## src/gfl_pkg.sv

```systemverilog
`timescale 1ns / 1ps
`default_nettype none

package gfl_pkg;

	// request frame
	localparam int FRAME_LEN = 8;
	localparam int CNT_W     = $clog2(FRAME_LEN + 1);
	localparam int IDX_W     = $clog2(FRAME_LEN);
	localparam int STORE_N   = FRAME_LEN - 2;	// frame bytes 1 to 6
	localparam int DATE_N    = 5;

	localparam logic [7:0] HDR_RX  = 8'h55;
	localparam logic [7:0] HDR_TX0 = 8'haa;
	localparam logic [7:0] HDR_TX1 = 8'h01;
	localparam logic [7:0] PAD_TX  = 8'h00;

	// reply
	localparam int REPLY_LEN = 17;
	localparam int RIDX_W    = $clog2(REPLY_LEN);
	localparam int VAL_START = 8;	// first byte that needs the split values

	// result kinds
	localparam logic [1:0] KIND_REPLY    = 2'd0;
	localparam logic [1:0] KIND_ACCEPT   = 2'd1;
	localparam logic [1:0] KIND_CSUM_ERR = 2'd2;

	// divide by 1000 through a reciprocal: q = (x * DIV_MAGIC) >> DIV_SHIFT,
	// exact for every 32-bit x
	localparam int          CODE_W    = 32;
	localparam int          MAGIC_W   = 29;
	localparam logic [MAGIC_W-1:0] DIV_MAGIC = 29'd274877907;
	localparam int          DIV_SHIFT = 38;
	localparam int          PROD_W    = CODE_W + MAGIC_W;
	localparam int          Q_W       = PROD_W - DIV_SHIFT;
	localparam int          VAL_W     = 10;
	localparam logic [CODE_W-1:0] DIV_BASE = 32'd1000;
	localparam int          SPLIT_N   = 3;
	localparam int          SPLIT_CW  = $clog2(SPLIT_N);

	localparam int QUEUE_DEPTH = 2;
	localparam int QPTR_W      = $clog2(QUEUE_DEPTH);
	localparam int QCNT_W      = $clog2(QUEUE_DEPTH + 1);

	typedef enum logic [1:0] {
		JOB_FRAME_OK,
		JOB_FRAME_ERR,
		JOB_SEND
	} job_kind_t;

	typedef struct packed {
		job_kind_t                    kind;
		logic [7:0]                   command;
		logic [DATE_N-1:0][7:0]       date;
		logic [CODE_W-1:0]            pressure_code;
		logic [CODE_W-1:0]            glucose_code;
	} job_t;

	typedef struct packed {
		logic                         done;
		logic [SPLIT_N-1:0][VAL_W-1:0] rem;
	} split_res_t;

	typedef struct packed {
		logic [1:0]             kind;
		logic [7:0]             tx_byte;
		logic                   last;
		logic [7:0]             command;
		logic [DATE_N-1:0][7:0] date;
	} res_t;

	typedef enum logic {
		BK_IDLE,
		BK_SEND
	} back_state_t;

endpackage

`default_nettype wire

```

## src/gfl_channels.sv

```systemverilog
`timescale 1ns / 1ps
`default_nettype none

interface gfl_req_if;
	logic        valid;
	logic        ready;
	logic        operation;
	logic [7:0]  rx_byte;
	logic [31:0] pressure_code;
	logic [31:0] glucose_code;

	modport source (output valid, operation, rx_byte, pressure_code, glucose_code,
		input ready);
	modport sink (input valid, operation, rx_byte, pressure_code, glucose_code,
		output ready);
endinterface

interface gfl_res_if;
	logic       valid;
	logic       ready;
	logic [1:0] kind;
	logic [7:0] tx_byte;
	logic       last;
	logic [7:0] command;
	logic [7:0] year_byte;
	logic [7:0] month_byte;
	logic [7:0] day_byte;
	logic [7:0] hour_byte;
	logic [7:0] minute_byte;

	modport source (output valid, kind, tx_byte, last, command, year_byte,
		month_byte, day_byte, hour_byte, minute_byte, input ready);
	modport sink (input valid, kind, tx_byte, last, command, year_byte,
		month_byte, day_byte, hour_byte, minute_byte, output ready);
endinterface

`default_nettype wire

```

## src/gfl_front.sv

```systemverilog
`timescale 1ns / 1ps
`default_nettype none

module gfl_front (
	input  wire logic      clk,
	input  wire logic      arst_n,
	gfl_req_if.sink        req,
	output gfl_pkg::job_t  push_data,
	output logic           push,
	input  wire logic      full
);

	logic [gfl_pkg::CNT_W-1:0]        cnt_q;
	logic [7:0]                       sum_q;
	logic [7:0]                       pend_q;
	logic [gfl_pkg::STORE_N-1:0][7:0] store_q;

	logic                      acc;
	logic                      acc_rx;
	logic                      acc_tx;
	logic                      hdr_bad;
	logic                      take;
	logic                      last_byte;
	logic [gfl_pkg::IDX_W-1:0] idx;

	assign req.ready = !full;
	assign acc       = req.valid && req.ready;
	assign acc_rx    = acc && !req.operation;
	assign acc_tx    = acc && req.operation;

	assign idx = (cnt_q >= gfl_pkg::CNT_W'(gfl_pkg::FRAME_LEN)) ? '0
		: cnt_q[gfl_pkg::IDX_W-1:0];
	assign hdr_bad   = (cnt_q == '0) && (req.rx_byte != gfl_pkg::HDR_RX);
	assign take      = acc_rx && (pend_q == '0) && !hdr_bad;
	assign last_byte = (idx == gfl_pkg::IDX_W'(gfl_pkg::FRAME_LEN - 1));

	assign push = acc_tx || (take && last_byte);

	always_comb begin
		push_data.command       = store_q[0];
		push_data.date          = store_q[gfl_pkg::STORE_N-1:1];
		push_data.pressure_code = req.pressure_code;
		push_data.glucose_code  = req.glucose_code;
		if (req.operation) begin
			push_data.kind = gfl_pkg::JOB_SEND;
		end else if (sum_q != req.rx_byte) begin
			push_data.kind = gfl_pkg::JOB_FRAME_ERR;
		end else begin
			push_data.kind = gfl_pkg::JOB_FRAME_OK;
		end
	end

	always_ff @(posedge clk or negedge arst_n) begin
		if (!arst_n) begin
			cnt_q   <= '0;
			sum_q   <= '0;
			pend_q  <= '0;
			store_q <= '0;
		end else if (acc_tx) begin
			cnt_q   <= '0;
			sum_q   <= '0;
			pend_q  <= '0;
			store_q <= '0;
		end else if (take) begin
			if (!last_byte) begin
				// header byte is counted into the sum but not kept
				if (idx != '0) begin
					store_q[idx - 1'b1] <= req.rx_byte;
				end
				cnt_q <= gfl_pkg::CNT_W'(idx) + 1'b1;
				sum_q <= sum_q + req.rx_byte;
			end else if (sum_q != req.rx_byte) begin
				cnt_q   <= '0;
				sum_q   <= '0;
				pend_q  <= '0;
				store_q <= '0;
			end else begin
				pend_q <= store_q[0];
				if (store_q[0] == '0) begin
					cnt_q <= '0;
					sum_q <= '0;
				end else begin
					cnt_q <= gfl_pkg::CNT_W'(gfl_pkg::FRAME_LEN);
				end
			end
		end
	end

endmodule

`default_nettype wire

```

## src/gfl_queue.sv

```systemverilog
`timescale 1ns / 1ps
`default_nettype none

module gfl_queue (
	input  wire logic           clk,
	input  wire logic           arst_n,
	input  wire logic           push,
	input  wire gfl_pkg::job_t  push_data,
	output logic                full,
	input  wire logic           pop,
	output gfl_pkg::job_t       pop_data,
	output logic                empty
);

	gfl_pkg::job_t               mem_q [gfl_pkg::QUEUE_DEPTH];
	logic [gfl_pkg::QPTR_W-1:0]  wr_q;
	logic [gfl_pkg::QPTR_W-1:0]  rd_q;
	logic [gfl_pkg::QCNT_W-1:0]  cnt_q;

	logic do_push;
	logic do_pop;

	assign full     = (cnt_q == gfl_pkg::QCNT_W'(gfl_pkg::QUEUE_DEPTH));
	assign empty    = (cnt_q == '0);
	assign do_push  = push && !full;
	assign do_pop   = pop && !empty;
	assign pop_data = mem_q[rd_q];

	always_ff @(posedge clk) begin
		if (do_push) begin
			mem_q[wr_q] <= push_data;
		end
	end

	always_ff @(posedge clk or negedge arst_n) begin
		if (!arst_n) begin
			wr_q  <= '0;
			rd_q  <= '0;
			cnt_q <= '0;
		end else begin
			if (do_push) begin
				wr_q <= (wr_q == gfl_pkg::QPTR_W'(gfl_pkg::QUEUE_DEPTH - 1)) ? '0
					: wr_q + 1'b1;
			end
			if (do_pop) begin
				rd_q <= (rd_q == gfl_pkg::QPTR_W'(gfl_pkg::QUEUE_DEPTH - 1)) ? '0
					: rd_q + 1'b1;
			end
			case ({do_push, do_pop})
				2'b10:   cnt_q <= cnt_q + 1'b1;
				2'b01:   cnt_q <= cnt_q - 1'b1;
				default: cnt_q <= cnt_q;
			endcase
		end
	end

endmodule

`default_nettype wire

```

## src/gfl_dec_split.sv

```systemverilog
`timescale 1ns / 1ps
`default_nettype none

// Three successive divides by 1000, each done as a multiply by the
// reciprocal and then a take of quotient and remainder.
module gfl_dec_split (
	input  wire logic                        clk,
	input  wire logic                        arst_n,
	input  wire logic                        start,
	input  wire logic [gfl_pkg::CODE_W-1:0]  code,
	output gfl_pkg::split_res_t              res
);

	logic [gfl_pkg::CODE_W-1:0]                    x_q;
	logic [gfl_pkg::PROD_W-1:0]                    prod_q;
	logic [gfl_pkg::SPLIT_N-1:0][gfl_pkg::VAL_W-1:0] rem_q;
	logic [gfl_pkg::SPLIT_CW-1:0]                  cnt_q;
	logic                                          run_q;
	logic                                          ph_q;
	logic                                          done_q;

	logic [gfl_pkg::Q_W-1:0]    quot;
	logic [gfl_pkg::CODE_W-1:0] diff;

	assign quot = prod_q[gfl_pkg::PROD_W-1:gfl_pkg::DIV_SHIFT];
	assign diff = x_q - gfl_pkg::CODE_W'(quot) * gfl_pkg::DIV_BASE;

	assign res.done = done_q;
	assign res.rem  = rem_q;

	always_ff @(posedge clk) begin
		if (start) begin
			x_q <= code;
		end else if (run_q && ph_q) begin
			x_q <= gfl_pkg::CODE_W'(quot);
		end
		if (run_q && !ph_q) begin
			prod_q <= gfl_pkg::PROD_W'(x_q) * gfl_pkg::PROD_W'(gfl_pkg::DIV_MAGIC);
		end
		if (run_q && ph_q) begin
			rem_q[cnt_q] <= diff[gfl_pkg::VAL_W-1:0];
		end
	end

	always_ff @(posedge clk or negedge arst_n) begin
		if (!arst_n) begin
			run_q  <= 1'b0;
			ph_q   <= 1'b0;
			cnt_q  <= '0;
			done_q <= 1'b0;
		end else if (start) begin
			run_q  <= 1'b1;
			ph_q   <= 1'b0;
			cnt_q  <= '0;
			done_q <= 1'b0;
		end else if (run_q) begin
			ph_q <= !ph_q;
			if (ph_q) begin
				if (cnt_q == gfl_pkg::SPLIT_CW'(gfl_pkg::SPLIT_N - 1)) begin
					run_q  <= 1'b0;
					done_q <= 1'b1;
				end else begin
					cnt_q <= cnt_q + 1'b1;
				end
			end
		end
	end

endmodule

`default_nettype wire

```

## src/gfl_back.sv

```systemverilog
`timescale 1ns / 1ps
`default_nettype none

module gfl_back (
	input  wire logic           clk,
	input  wire logic           arst_n,
	input  wire gfl_pkg::job_t  job,
	input  wire logic           empty,
	output logic                pop,
	gfl_res_if.source           res
);

	gfl_pkg::back_state_t state_q;
	gfl_pkg::back_state_t state_d;

	logic [gfl_pkg::RIDX_W-1:0]        idx_q;
	logic [7:0]                        sum_q;
	logic [gfl_pkg::DATE_N-1:0][7:0]   date_q;
	gfl_pkg::res_t                     res_q;
	logic                              res_valid_q;

	gfl_pkg::split_res_t p_split;
	gfl_pkg::split_res_t g_split;

	logic                 can_load;
	logic                 start;
	logic                 load;
	logic                 emit;
	logic                 done_send;
	logic [7:0]           reply_byte;
	gfl_pkg::res_t        res_d;

	logic [gfl_pkg::VAL_W-1:0] glu;
	logic [gfl_pkg::VAL_W-1:0] sys;
	logic [gfl_pkg::VAL_W-1:0] dia;
	logic [gfl_pkg::VAL_W-1:0] hrt;

	gfl_dec_split u_psplit (
		.clk    (clk),
		.arst_n (arst_n),
		.start  (start),
		.code   (job.pressure_code),
		.res    (p_split)
	);

	gfl_dec_split u_gsplit (
		.clk    (clk),
		.arst_n (arst_n),
		.start  (start),
		.code   (job.glucose_code),
		.res    (g_split)
	);

	assign glu = g_split.rem[2];
	assign sys = p_split.rem[2];
	assign dia = p_split.rem[1];
	assign hrt = p_split.rem[0];

	assign can_load  = !res_valid_q || res.ready;
	assign done_send = (idx_q == gfl_pkg::RIDX_W'(gfl_pkg::REPLY_LEN - 1));

	always_comb begin
		case (idx_q)
			5'd1:    reply_byte = gfl_pkg::HDR_TX1;
			5'd2:    reply_byte = date_q[0];
			5'd3:    reply_byte = date_q[1];
			5'd4:    reply_byte = date_q[2];
			5'd5:    reply_byte = date_q[3];
			5'd6:    reply_byte = date_q[4];
			5'd7:    reply_byte = gfl_pkg::PAD_TX;
			5'd8:    reply_byte = {6'b0, glu[9:8]};
			5'd9:    reply_byte = glu[7:0];
			5'd10:   reply_byte = {6'b0, sys[9:8]};
			5'd11:   reply_byte = sys[7:0];
			5'd12:   reply_byte = {6'b0, dia[9:8]};
			5'd13:   reply_byte = dia[7:0];
			5'd14:   reply_byte = {6'b0, hrt[9:8]};
			5'd15:   reply_byte = hrt[7:0];
			5'd16:   reply_byte = sum_q;
			default: reply_byte = gfl_pkg::HDR_TX0;
		endcase
	end

	// next state
	always_comb begin
		state_d = state_q;
		case (state_q)
			gfl_pkg::BK_IDLE: begin
				if (!empty && can_load && job.kind == gfl_pkg::JOB_SEND) begin
					state_d = gfl_pkg::BK_SEND;
				end
			end
			gfl_pkg::BK_SEND: begin
				if (emit && done_send) begin
					state_d = gfl_pkg::BK_IDLE;
				end
			end
			default: state_d = gfl_pkg::BK_IDLE;
		endcase
	end

	// outputs
	always_comb begin
		pop   = 1'b0;
		start = 1'b0;
		load  = 1'b0;
		emit  = 1'b0;
		res_d = '0;
		case (state_q)
			gfl_pkg::BK_IDLE: begin
				if (!empty && can_load) begin
					pop  = 1'b1;
					load = 1'b1;
					case (job.kind)
						gfl_pkg::JOB_SEND: begin
							start         = 1'b1;
							res_d.kind    = gfl_pkg::KIND_REPLY;
							res_d.tx_byte = gfl_pkg::HDR_TX0;
						end
						gfl_pkg::JOB_FRAME_OK: begin
							res_d.kind    = gfl_pkg::KIND_ACCEPT;
							res_d.command = job.command;
							res_d.date    = job.date;
						end
						default: begin
							res_d.kind = gfl_pkg::KIND_CSUM_ERR;
						end
					endcase
				end
			end
			gfl_pkg::BK_SEND: begin
				if (can_load && (idx_q < gfl_pkg::RIDX_W'(gfl_pkg::VAL_START)
					|| (p_split.done && g_split.done))) begin
					emit          = 1'b1;
					load          = 1'b1;
					res_d.kind    = gfl_pkg::KIND_REPLY;
					res_d.tx_byte = reply_byte;
					res_d.last    = done_send;
				end
			end
			default: ;
		endcase
	end

	always_ff @(posedge clk) begin
		if (load) begin
			res_q <= res_d;
		end
		if (start) begin
			date_q <= job.date;
			sum_q  <= gfl_pkg::HDR_TX0;
			idx_q  <= 5'd1;
		end else if (emit) begin
			sum_q <= sum_q + reply_byte;
			idx_q <= idx_q + 1'b1;
		end
	end

	always_ff @(posedge clk or negedge arst_n) begin
		if (!arst_n) begin
			state_q     <= gfl_pkg::BK_IDLE;
			res_valid_q <= 1'b0;
		end else begin
			state_q <= state_d;
			if (load) begin
				res_valid_q <= 1'b1;
			end else if (res.ready) begin
				res_valid_q <= 1'b0;
			end
		end
	end

	assign res.valid       = res_valid_q;
	assign res.kind        = res_q.kind;
	assign res.tx_byte     = res_q.tx_byte;
	assign res.last        = res_q.last;
	assign res.command     = res_q.command;
	assign res.year_byte   = res_q.date[0];
	assign res.month_byte  = res_q.date[1];
	assign res.day_byte    = res_q.date[2];
	assign res.hour_byte   = res_q.date[3];
	assign res.minute_byte = res_q.date[4];

endmodule

`default_nettype wire

```

## src/gateway_frame_link_top.sv

```systemverilog
`timescale 1ns / 1ps
`default_nettype none

// Channel  Dir  Fields                                           Accepted at
// -------  ---  -----------------------------------------------  ----------------------
// req      in   operation, rx_byte, pressure_code, glucose_code  req.valid && req.ready
// res      out  kind, tx_byte, last, command, five date bytes    res.valid && res.ready
//
// A received byte is taken when req.valid and req.ready meet; a finished
// frame gives one item through the job queue and the output register. A
// send item gives 17 reply items, one a cycle while the output takes them;
// the two reciprocal divide chains finish while the eight bytes ahead of the
// value bytes go out, so the value bytes never wait on them.
// Reset clears frame state, empties the job queue and drops the output valid at once.
// Input stalls only when the two-entry job queue is full; output stalls
// back-pressure the sequencer and then the queue.

module gateway_frame_link_top (
	input  wire logic  clk,
	input  wire logic  arst_n,
	gfl_req_if.sink    req,
	gfl_res_if.source  res
);

	// front end: framing, checksum, lock and clear of the frame store
	gfl_pkg::job_t push_data;
	gfl_pkg::job_t pop_data;
	logic          push;
	logic          full;
	logic          pop;
	logic          empty;

	gfl_front u_front (
		.clk       (clk),
		.arst_n    (arst_n),
		.req       (req),
		.push_data (push_data),
		.push      (push),
		.full      (full)
	);

	// decoupling queue: front keeps taking bytes while a reply drains
	gfl_queue u_queue (
		.clk       (clk),
		.arst_n    (arst_n),
		.push      (push),
		.push_data (push_data),
		.full      (full),
		.pop       (pop),
		.pop_data  (pop_data),
		.empty     (empty)
	);

	// back end: result items and the reply sequencer
	gfl_back u_back (
		.clk    (clk),
		.arst_n (arst_n),
		.job    (pop_data),
		.empty  (empty),
		.pop    (pop),
		.res    (res)
	);

endmodule

`default_nettype wire
```

## src/flat_wrapper.sv

```systemverilog
// flat-port wrapper written by rule: the top's interface ports become plain ports
module gateway_frame_link_top_flat 
  (clk, arst_n, req_valid, req_operation, req_rx_byte, req_pressure_code, req_glucose_code, req_ready, res_valid, res_kind, res_tx_byte, res_last, res_command, res_year_byte, res_month_byte, res_day_byte, res_hour_byte, res_minute_byte, res_ready);
  gfl_req_if req_i ();
  gfl_res_if res_i ();
  input  wire logic clk;
  input  wire logic arst_n;
  input wire logic [$bits(req_i.valid)-1:0] req_valid;
  input wire logic [$bits(req_i.operation)-1:0] req_operation;
  input wire logic [$bits(req_i.rx_byte)-1:0] req_rx_byte;
  input wire logic [$bits(req_i.pressure_code)-1:0] req_pressure_code;
  input wire logic [$bits(req_i.glucose_code)-1:0] req_glucose_code;
  output wire logic [$bits(req_i.ready)-1:0] req_ready;
  output wire logic [$bits(res_i.valid)-1:0] res_valid;
  output wire logic [$bits(res_i.kind)-1:0] res_kind;
  output wire logic [$bits(res_i.tx_byte)-1:0] res_tx_byte;
  output wire logic [$bits(res_i.last)-1:0] res_last;
  output wire logic [$bits(res_i.command)-1:0] res_command;
  output wire logic [$bits(res_i.year_byte)-1:0] res_year_byte;
  output wire logic [$bits(res_i.month_byte)-1:0] res_month_byte;
  output wire logic [$bits(res_i.day_byte)-1:0] res_day_byte;
  output wire logic [$bits(res_i.hour_byte)-1:0] res_hour_byte;
  output wire logic [$bits(res_i.minute_byte)-1:0] res_minute_byte;
  input wire logic [$bits(res_i.ready)-1:0] res_ready;
  assign req_i.valid = req_valid;
  assign req_i.operation = req_operation;
  assign req_i.rx_byte = req_rx_byte;
  assign req_i.pressure_code = req_pressure_code;
  assign req_i.glucose_code = req_glucose_code;
  assign req_ready = req_i.ready;
  assign res_valid = res_i.valid;
  assign res_kind = res_i.kind;
  assign res_tx_byte = res_i.tx_byte;
  assign res_last = res_i.last;
  assign res_command = res_i.command;
  assign res_year_byte = res_i.year_byte;
  assign res_month_byte = res_i.month_byte;
  assign res_day_byte = res_i.day_byte;
  assign res_hour_byte = res_i.hour_byte;
  assign res_minute_byte = res_i.minute_byte;
  assign res_i.ready = res_ready;
  gateway_frame_link_top u_core (.clk(clk), .arst_n(arst_n), .req(req_i), .res(res_i));
endmodule
```

## config.mk

```make
export PLATFORM = sky130hd
export DESIGN_NAME = gateway_frame_link_top_flat
export DESIGN_NICKNAME = d
export VERILOG_FILES = /design/src/gfl_pkg.sv /design/src/gfl_channels.sv /design/src/gfl_front.sv /design/src/gfl_queue.sv /design/src/gfl_dec_split.sv /design/src/gfl_back.sv /design/src/gateway_frame_link_top.sv /design/src/flat_wrapper.sv
export SDC_FILE = /design/constraint.sdc
export NUM_CORES = 2
export LEC_CHECK = 0
export ABC_AREA = 1
export BUFFER_PORTS_ARGS = -buffer_cell sky130_fd_sc_hd__buf_2
export CORE_ASPECT_RATIO = 1.4
export CORE_MARGIN = 4
export CORE_UTILIZATION = 45
export CTS_CLUSTER_SIZE = 16
export DETAILED_ROUTE_END_ITERATION = 12
export MAX_ROUTING_LAYER = met4
export PLACE_DENSITY_LB_ADDON = 0.08
export SYNTH_ARGS = -nofsm -noshare
export SYNTH_HDL_FRONTEND = slang
export SYNTH_SLANG_ARGS = --single-unit
```

## constraint.sdc

```tcl
create_clock -name clk -period 11.8 [get_ports clk]
set_input_delay 2.36 -clock clk [delete_from_list [all_inputs] [get_ports clk]]
set_output_delay 2.36 -clock clk [all_outputs]
set_load 0.02 [all_outputs]
```

# After elaboration in Yosys (flattened, before gate mapping)
# Memories as Yosys holds them, arrays and structs flattened.
# Cells that the tools add are included.
# word_totals
ff_bits,442
ram_bits,228
in_bits,77
elab_cells,252
mem_count,1
# mem_list
name,depth,word_bits,read_ports,rd_clocked_by_memory_dff,write_ports,line,source
u_core.u_queue.mem_q,2,114,1,0,1,gfl_queue.sv:15,gfl_pkg::job_t mem_q [gfl_pkg::QUEUE_DEPTH];
# op_classes
n_addsub,13
mul,4
n_lt_le_gt_ge,8
eq_ne,29
mux,87
n_bitwise,3
reduce_logical,59
# ops
cell,count
48-bit two-way mux,5
32-bit two-way mux,4
8-bit case mux with 16 select lines,1
"32-bit by 29-bit multiplier with 61-bit output, second input constant",2
8-bit two-way mux,11
30-bit bitwise mux,2
48-bit bitwise mux,1
"23-bit by 7-bit multiplier with 7-bit output, second input constant",2
10-bit demux with 2-bit select,2
"5-bit by 4-bit equality test with 1-bit output, second input constant",8
1-bit two-way mux,36
10-bit two-way mux,3
8-bit demux with 3-bit select,1
2-bit nonzero test,12
1-bit logical AND,21
"5-bit by 3-bit equality test with 1-bit output, second input constant",4
4-bit two-way mux,5
10-bit case mux with 2 select lines,1
10-bit subtractor,2
2-bit two-way mux,9
8-bit adder,2
8-bit zero test,2
3-bit AND reduction,5
"2-bit equality test, second input constant",5
34 further kinds,57

# Depth between registers and ports, before layout
# logic_depth
depth_word,12
depth_mapped,27
depth_no_buf,27

# By module
# Synthesis repeated with hierarchy kept, for this count alone.
# hier_totals
hier_cells,6700
hier_area_um2,59412.0
# by_module_without_submodules
mod,instances,cells_per_inst,area_each_um2
gfl_dec_split at u_core.u_back.u_gsplit,1,2510,20784.9
gfl_dec_split at u_core.u_back.u_psplit,1,2525,20758.7
gfl_queue,1,628,8536.9
gfl_back,1,526,5246.3
gfl_front,1,511,4085.2

# Worst setup path before layout
# OpenSTA, ideal clock, no wires.
# synth_timing
kind,input port to flip-flop
from,in req_valid
to,"mem u_core.u_queue.mem_q[1][0] in the netlist's numbering, enable pin"
setup_time_ps,590
arrival_time_ps,7908
t_required_ps,11210
slack_ps,3302
cell_stages,7
cell_sequence,a21boi_4 nand3_1 nor3_1 nand2_1 nand2_2 nand2_1 nor2_1
# synth_between
elab_chain_cells,9
word_cells_on_any_way,10
cone_classes,mux (2); reduce/logical (8)
# synth_lines
element,line,source
start: declaration,flat_wrapper.sv:8,input wire logic [$bits(req_i.valid)-1:0] req_valid;
1-bit logical AND *,gfl_front.sv:27,assign acc = req.valid && req.ready;
1-bit logical AND,gfl_front.sv:28,assign acc_rx = acc && !req.operation;
1-bit logical AND (2 in series),gfl_front.sv:34,assign take = acc_rx && (pend_q == '0) && !hdr_bad;
1-bit logical AND,gfl_front.sv:37,assign push = acc_tx || (take && last_byte);
1-bit logical OR *,gfl_front.sv:37,
1-bit logical AND *,gfl_queue.sv:25,assign do_push = push && !full;
1-bit two-way mux *,gfl_queue.sv:30,if (do_push) begin
1-bit two-way mux (not written as such) *,gfl_queue.sv:31,mem_q[wr_q] <= push_data;
end: declaration,gfl_queue.sv:15,
# Every way passes the cells marked *; elsewhere a longest branch is shown, timed or not.

# Final worst setup path
# layout_timing
from,reg u_core.u_back.u_gsplit.x_q[19] in the netlist's numbering
to,"reg u_core.u_back.u_gsplit.prod_q[60] in the netlist's numbering, data pin"
# layout_between
elab_chain_cells,1
# layout_lines
element,line,source
start: declaration,gfl_dec_split.sv:14,logic [gfl_pkg::CODE_W-1:0] x_q;
start signal: assignment,gfl_dec_split.sv:33,x_q <= code;
start signal: assignment,gfl_dec_split.sv:35,x_q <= gfl_pkg::CODE_W'(quot);
32-bit by 29-bit multiplier with 61-bit output,gfl_dec_split.sv:38,prod_q <= gfl_pkg::PROD_W'(x_q) * gfl_pkg::PROD_W'(gfl_pkg::DIV_MAGIC);
end signal: assignment,gfl_dec_split.sv:38,
end: declaration,gfl_dec_split.sv:15,logic [gfl_pkg::PROD_W-1:0] prod_q;
# Every way passes these cells.
# A chain may end at the register's enable or synchronous reset.

==> flow_metrics.tcl <==
set metrics [dict create \
    r2r-start "u_core.u_back.u_gsplit.x_q[19]$_DFFE_PP_" \
    core_area_mm2 0.123 \
    drive_gt1_share_pct 5.50 \
    max_clock_freq_mhz 144 \
    grt_max_degree 88 \
    yosys.area_share.xor_xnor_pct 0.754 \
    cp-start-kind "flip-flop" \
    tightest_slew_ps 1190 \
    yosysUniqueCellTypes 48 \
    hp-start "u_core.u_front.push_data[70]$_DFFE_PN0P_" \
    rsz0062_at_grt "no" \
    syn_nets 7405 \
    finalHoldViolCount 0 \
    regToRegSetupSlack_ps 4840 \
    synth_compound_area_share_pct 5.14 \
    final_common_cell "inv_1" \
    drt_iter0_drc 1962 \
    grt_overflow 0 \
    ys_seq_area_share_pct 29.9 \
    grt_use_total_pct 27.3 \
    yosys.area_share.simple_pct 13.1 \
    synthAdderAreaFrac_pct 40.6 \
    synth_top_area_share_pct 25.7 \
    netlist_instances 5882 \
    min_period_ps 6960 \
    clockBufferDepth 3 \
    antenna_found_initial 19 \
    syn_to_final_growth_pct 8.87 \
    cts_setup_buffers 0 \
    status "finished, final reports clean" \
    initial_core_util_pct 45.4 \
    maxSlewViolCount 0 \
    path_clk_slew_ps 80 \
    syn_area_mm2 0.0558 \
    synthTopCellsByArea "edfxtp_1, fa_1, ha_1, inv_1, nand2_1" \
    dieArea_mm2 0.130 \
    endpoint_kind "flip-flop" \
    fin_setup_tns_ps 0 \
    vias 39439 \
    synth_area_leader_cell "edfxtp_1" \
    crit_required_ps 12200 \
    yosys_most_used_dff "edfxtp_1" \
    postRouteAntennaNets 0 \
    cts_sinks 574 \
    htreeDepth 2 \
    vias_per_cell 5.10 \
    whs_endpoint "u_core.u_queue.mem_q[0][70]$_DFFE_PP_" \
    drtPass1Iterations 7 \
    cts_tree "done" \
    clk_latency_ps 700 \
    synth_top_family_by_area "adder cells" \
    rows 152 \
    drc_errors 0 \
    io_buffers 137 \
    ys_async_sr_fraction_pct 14.6 \
    reg2reg_to "u_core.u_back.u_gsplit.prod_q[60]$_DFFE_PP_" \
    synth_edf_count 477 \
    wl_um 170000 \
    holdPathStages 0 \
    grt_pass1_vias 42755 \
    slew_headroom_pct 20.1 \
    postSynthAreaPerCell_um2 9.48 \
    yosys_warnings 0 \
    cts_buffers 61 \
    dpl.hpwl_um 141000 \
    wl_per_cell_um 22.0 \
    path_class "flip-flop to flip-flop" \
    pin_count 138 \
    drv_cap 0 \
    synth_mux_area_share_pct 0.0179 \
    die_h_um 425 \
    ys_seq_elements 574 \
    crit_fanout 10 \
    grt_pass1_wl_um 259000 \
    period_share_pct 59.0 \
    hold_buffers 0 \
    cp.arrival_ps 7360 \
    root_buffer "clkbuf_16" \
    layout_common_cells "inv_1, nand2_1, ha_1" \
    fin_nets 7577 \
    fin_skew_ps 41.0 \
    holdCritPathClass "flip-flop to flip-flop" \
    r2r.worst_path.cells 21 \
    gp_congestion 0.962 \
    die_w_um 306 \
    setup_viol 0 \
    cts_resized 0 \
]
[cells in the mapped netlist (2+ instances only)]
library cell and count:
fa_1 606, nor3_1 35, and3_1 4, and2_1 3
ha_1 840, inv_2 2, dfxtp_1 13, nand2_1 992
buf_1 2, a21o_1 4, nor4_1 9, buf_6 5
o21a_1 4, nor3b_1 6, a21oi_1 222, buf_2 21
dfrtp_1 84, nand4_1 96, o21bai_1 29, a221oi_1 7
edfxtp_1 477, inv_1 1477, o211ai_1 2, xor2_1 25
xnor2_1 23, clkbuf_1 36, a211oi_1 4, o21ai_0 178
nand3_1 185, a31oi_1 5, or2_2 44, nor2_1 380
o31ai_1 47
[state kept, by name, indices dropped and copies added, names as in the netlist, 4 cells and up]
| signal | flops |
|---|---|
| u_core.u_back.u_gsplit.res | 10 |
| u_core.u_back.idx_q | 5 |
| u_core.u_back.res.command | 8 |
| u_core.u_back.res.minute_byte | 8 |
| u_core.u_queue.mem_q | 228 |
| u_core.u_back.res.hour_byte | 8 |
| u_core.u_back.u_psplit.prod_q | 23 |
| u_core.u_front.pend_q | 8 |
| u_core.u_back.u_gsplit.prod_q | 23 |
| u_core.u_back.u_psplit.x_q | 32 |
| u_core.u_back.sum_q | 8 |
| u_core.u_back.date_q | 40 |
| u_core.u_front.push_data | 48 |
| u_core.u_back.res.year_byte | 8 |
| u_core.u_back.u_psplit.res | 30 |
| u_core.u_back.res.tx_byte | 8 |
| u_core.u_back.res.day_byte | 8 |
| u_core.u_front.cnt_q | 4 |
| u_core.u_back.u_gsplit.x_q | 32 |
| u_core.u_back.res.month_byte | 8 |
| u_core.u_front.sum_q | 8 |
[worst max-delay path by stage]
stage                                                            start                                           to  slack [ps]  cells after the start
after floorplan                                              req_valid         u_core.u_queue.mem_q[1][0]$_DFFE_PP_        3300                      7
after global placement        u_core.u_back.u_gsplit.x_q[19]$_DFFE_PP_  u_core.u_back.u_gsplit.prod_q[60]$_DFFE_PP_        4870                     21
after detailed placement      u_core.u_back.u_gsplit.x_q[19]$_DFFE_PP_  u_core.u_back.u_gsplit.prod_q[60]$_DFFE_PP_        4910                     21
after CTS                     u_core.u_back.u_gsplit.x_q[19]$_DFFE_PP_  u_core.u_back.u_gsplit.prod_q[60]$_DFFE_PP_        4860                     21
after global routing      u_core.u_back.u_psplit.x_q[30]$_SDFFCE_PN0P_  u_core.u_back.u_psplit.prod_q[49]$_DFFE_PP_        4630                     22
final                         u_core.u_back.u_gsplit.x_q[19]$_DFFE_PP_  u_core.u_back.u_gsplit.prod_q[60]$_DFFE_PP_        4840                     21
[cell families after synthesis]
family / after synthesis
flip-flops: 574
AO/OA/AOI/OAI: 511
buffers and inverters: 1545
adder cells (fa/ha/maj): 1446
XOR/XNOR: 48
AND/OR/NAND/NOR: 1757
multiplexers: 1
[worst max-delay path, cell delays in order, from the launching register on]
cell,delay (ps)
edfxtp_1,910
ha_1,380
fa_1,380
fa_1,490
inv_1,50
fa_1,510
inv_1,60
fa_1,480
fa_1,530
fa_1,550
inv_1,70
fa_1,580
inv_1,70
ha_1,310
nand2_1,220
o21ai_0,200
a21oi_1,280
nor2_1,70
nor2_1,220
nor2_1,90
nor2_1,110
nand2_1,100
[routing by layer]
| layer | share of wire (%) | wire, µm | global-route usage [%] | vias to the layer above |
|---|---|---|---|---|
| li1 | - | - | - | 18974 |
| met1 | 38 | 65000 | 30.0 | 19382 |
| met2 | 53 | 90500 | 50.5 | 745 |
| met3 | 2.9 | 4870 | 2.49 | 338 |
| met4 | 5.6 | 9460 | 11.9 | 0 |
| met5 | 0 | 0 | - | - |
[layout make-up]
cell class	instances	area (µm²)
antenna	8	20.0
tap	1617	2020
clock buffer	74	1600
sequential	574	16700
fill	11867	62100
inverter	1481	5560
timing repair buffer	173	971
multi-input combinational	3763	33300
clock inverter	42	588
[metrics by stage]
step	cell area [µm²]	hold WS (ps)	std cells	setup slack (ps)	util, %
6_report	60700	472	7732	4840	49.4
5_1_grt	60700	492	7732	4630	49.4
4_1_cts	60700	468	7724	4860	49.4
3_5_place_dp	58500	455	7608	4910	47.6
3_3_place_gp	58500	449	7608	4870	47.6
2_1_floorplan	55800	442	5882	3300	-
Power is left out: the tool's default activity adds up to more than one toggle a clock period on the data nets, which glitch-free logic cannot reach.
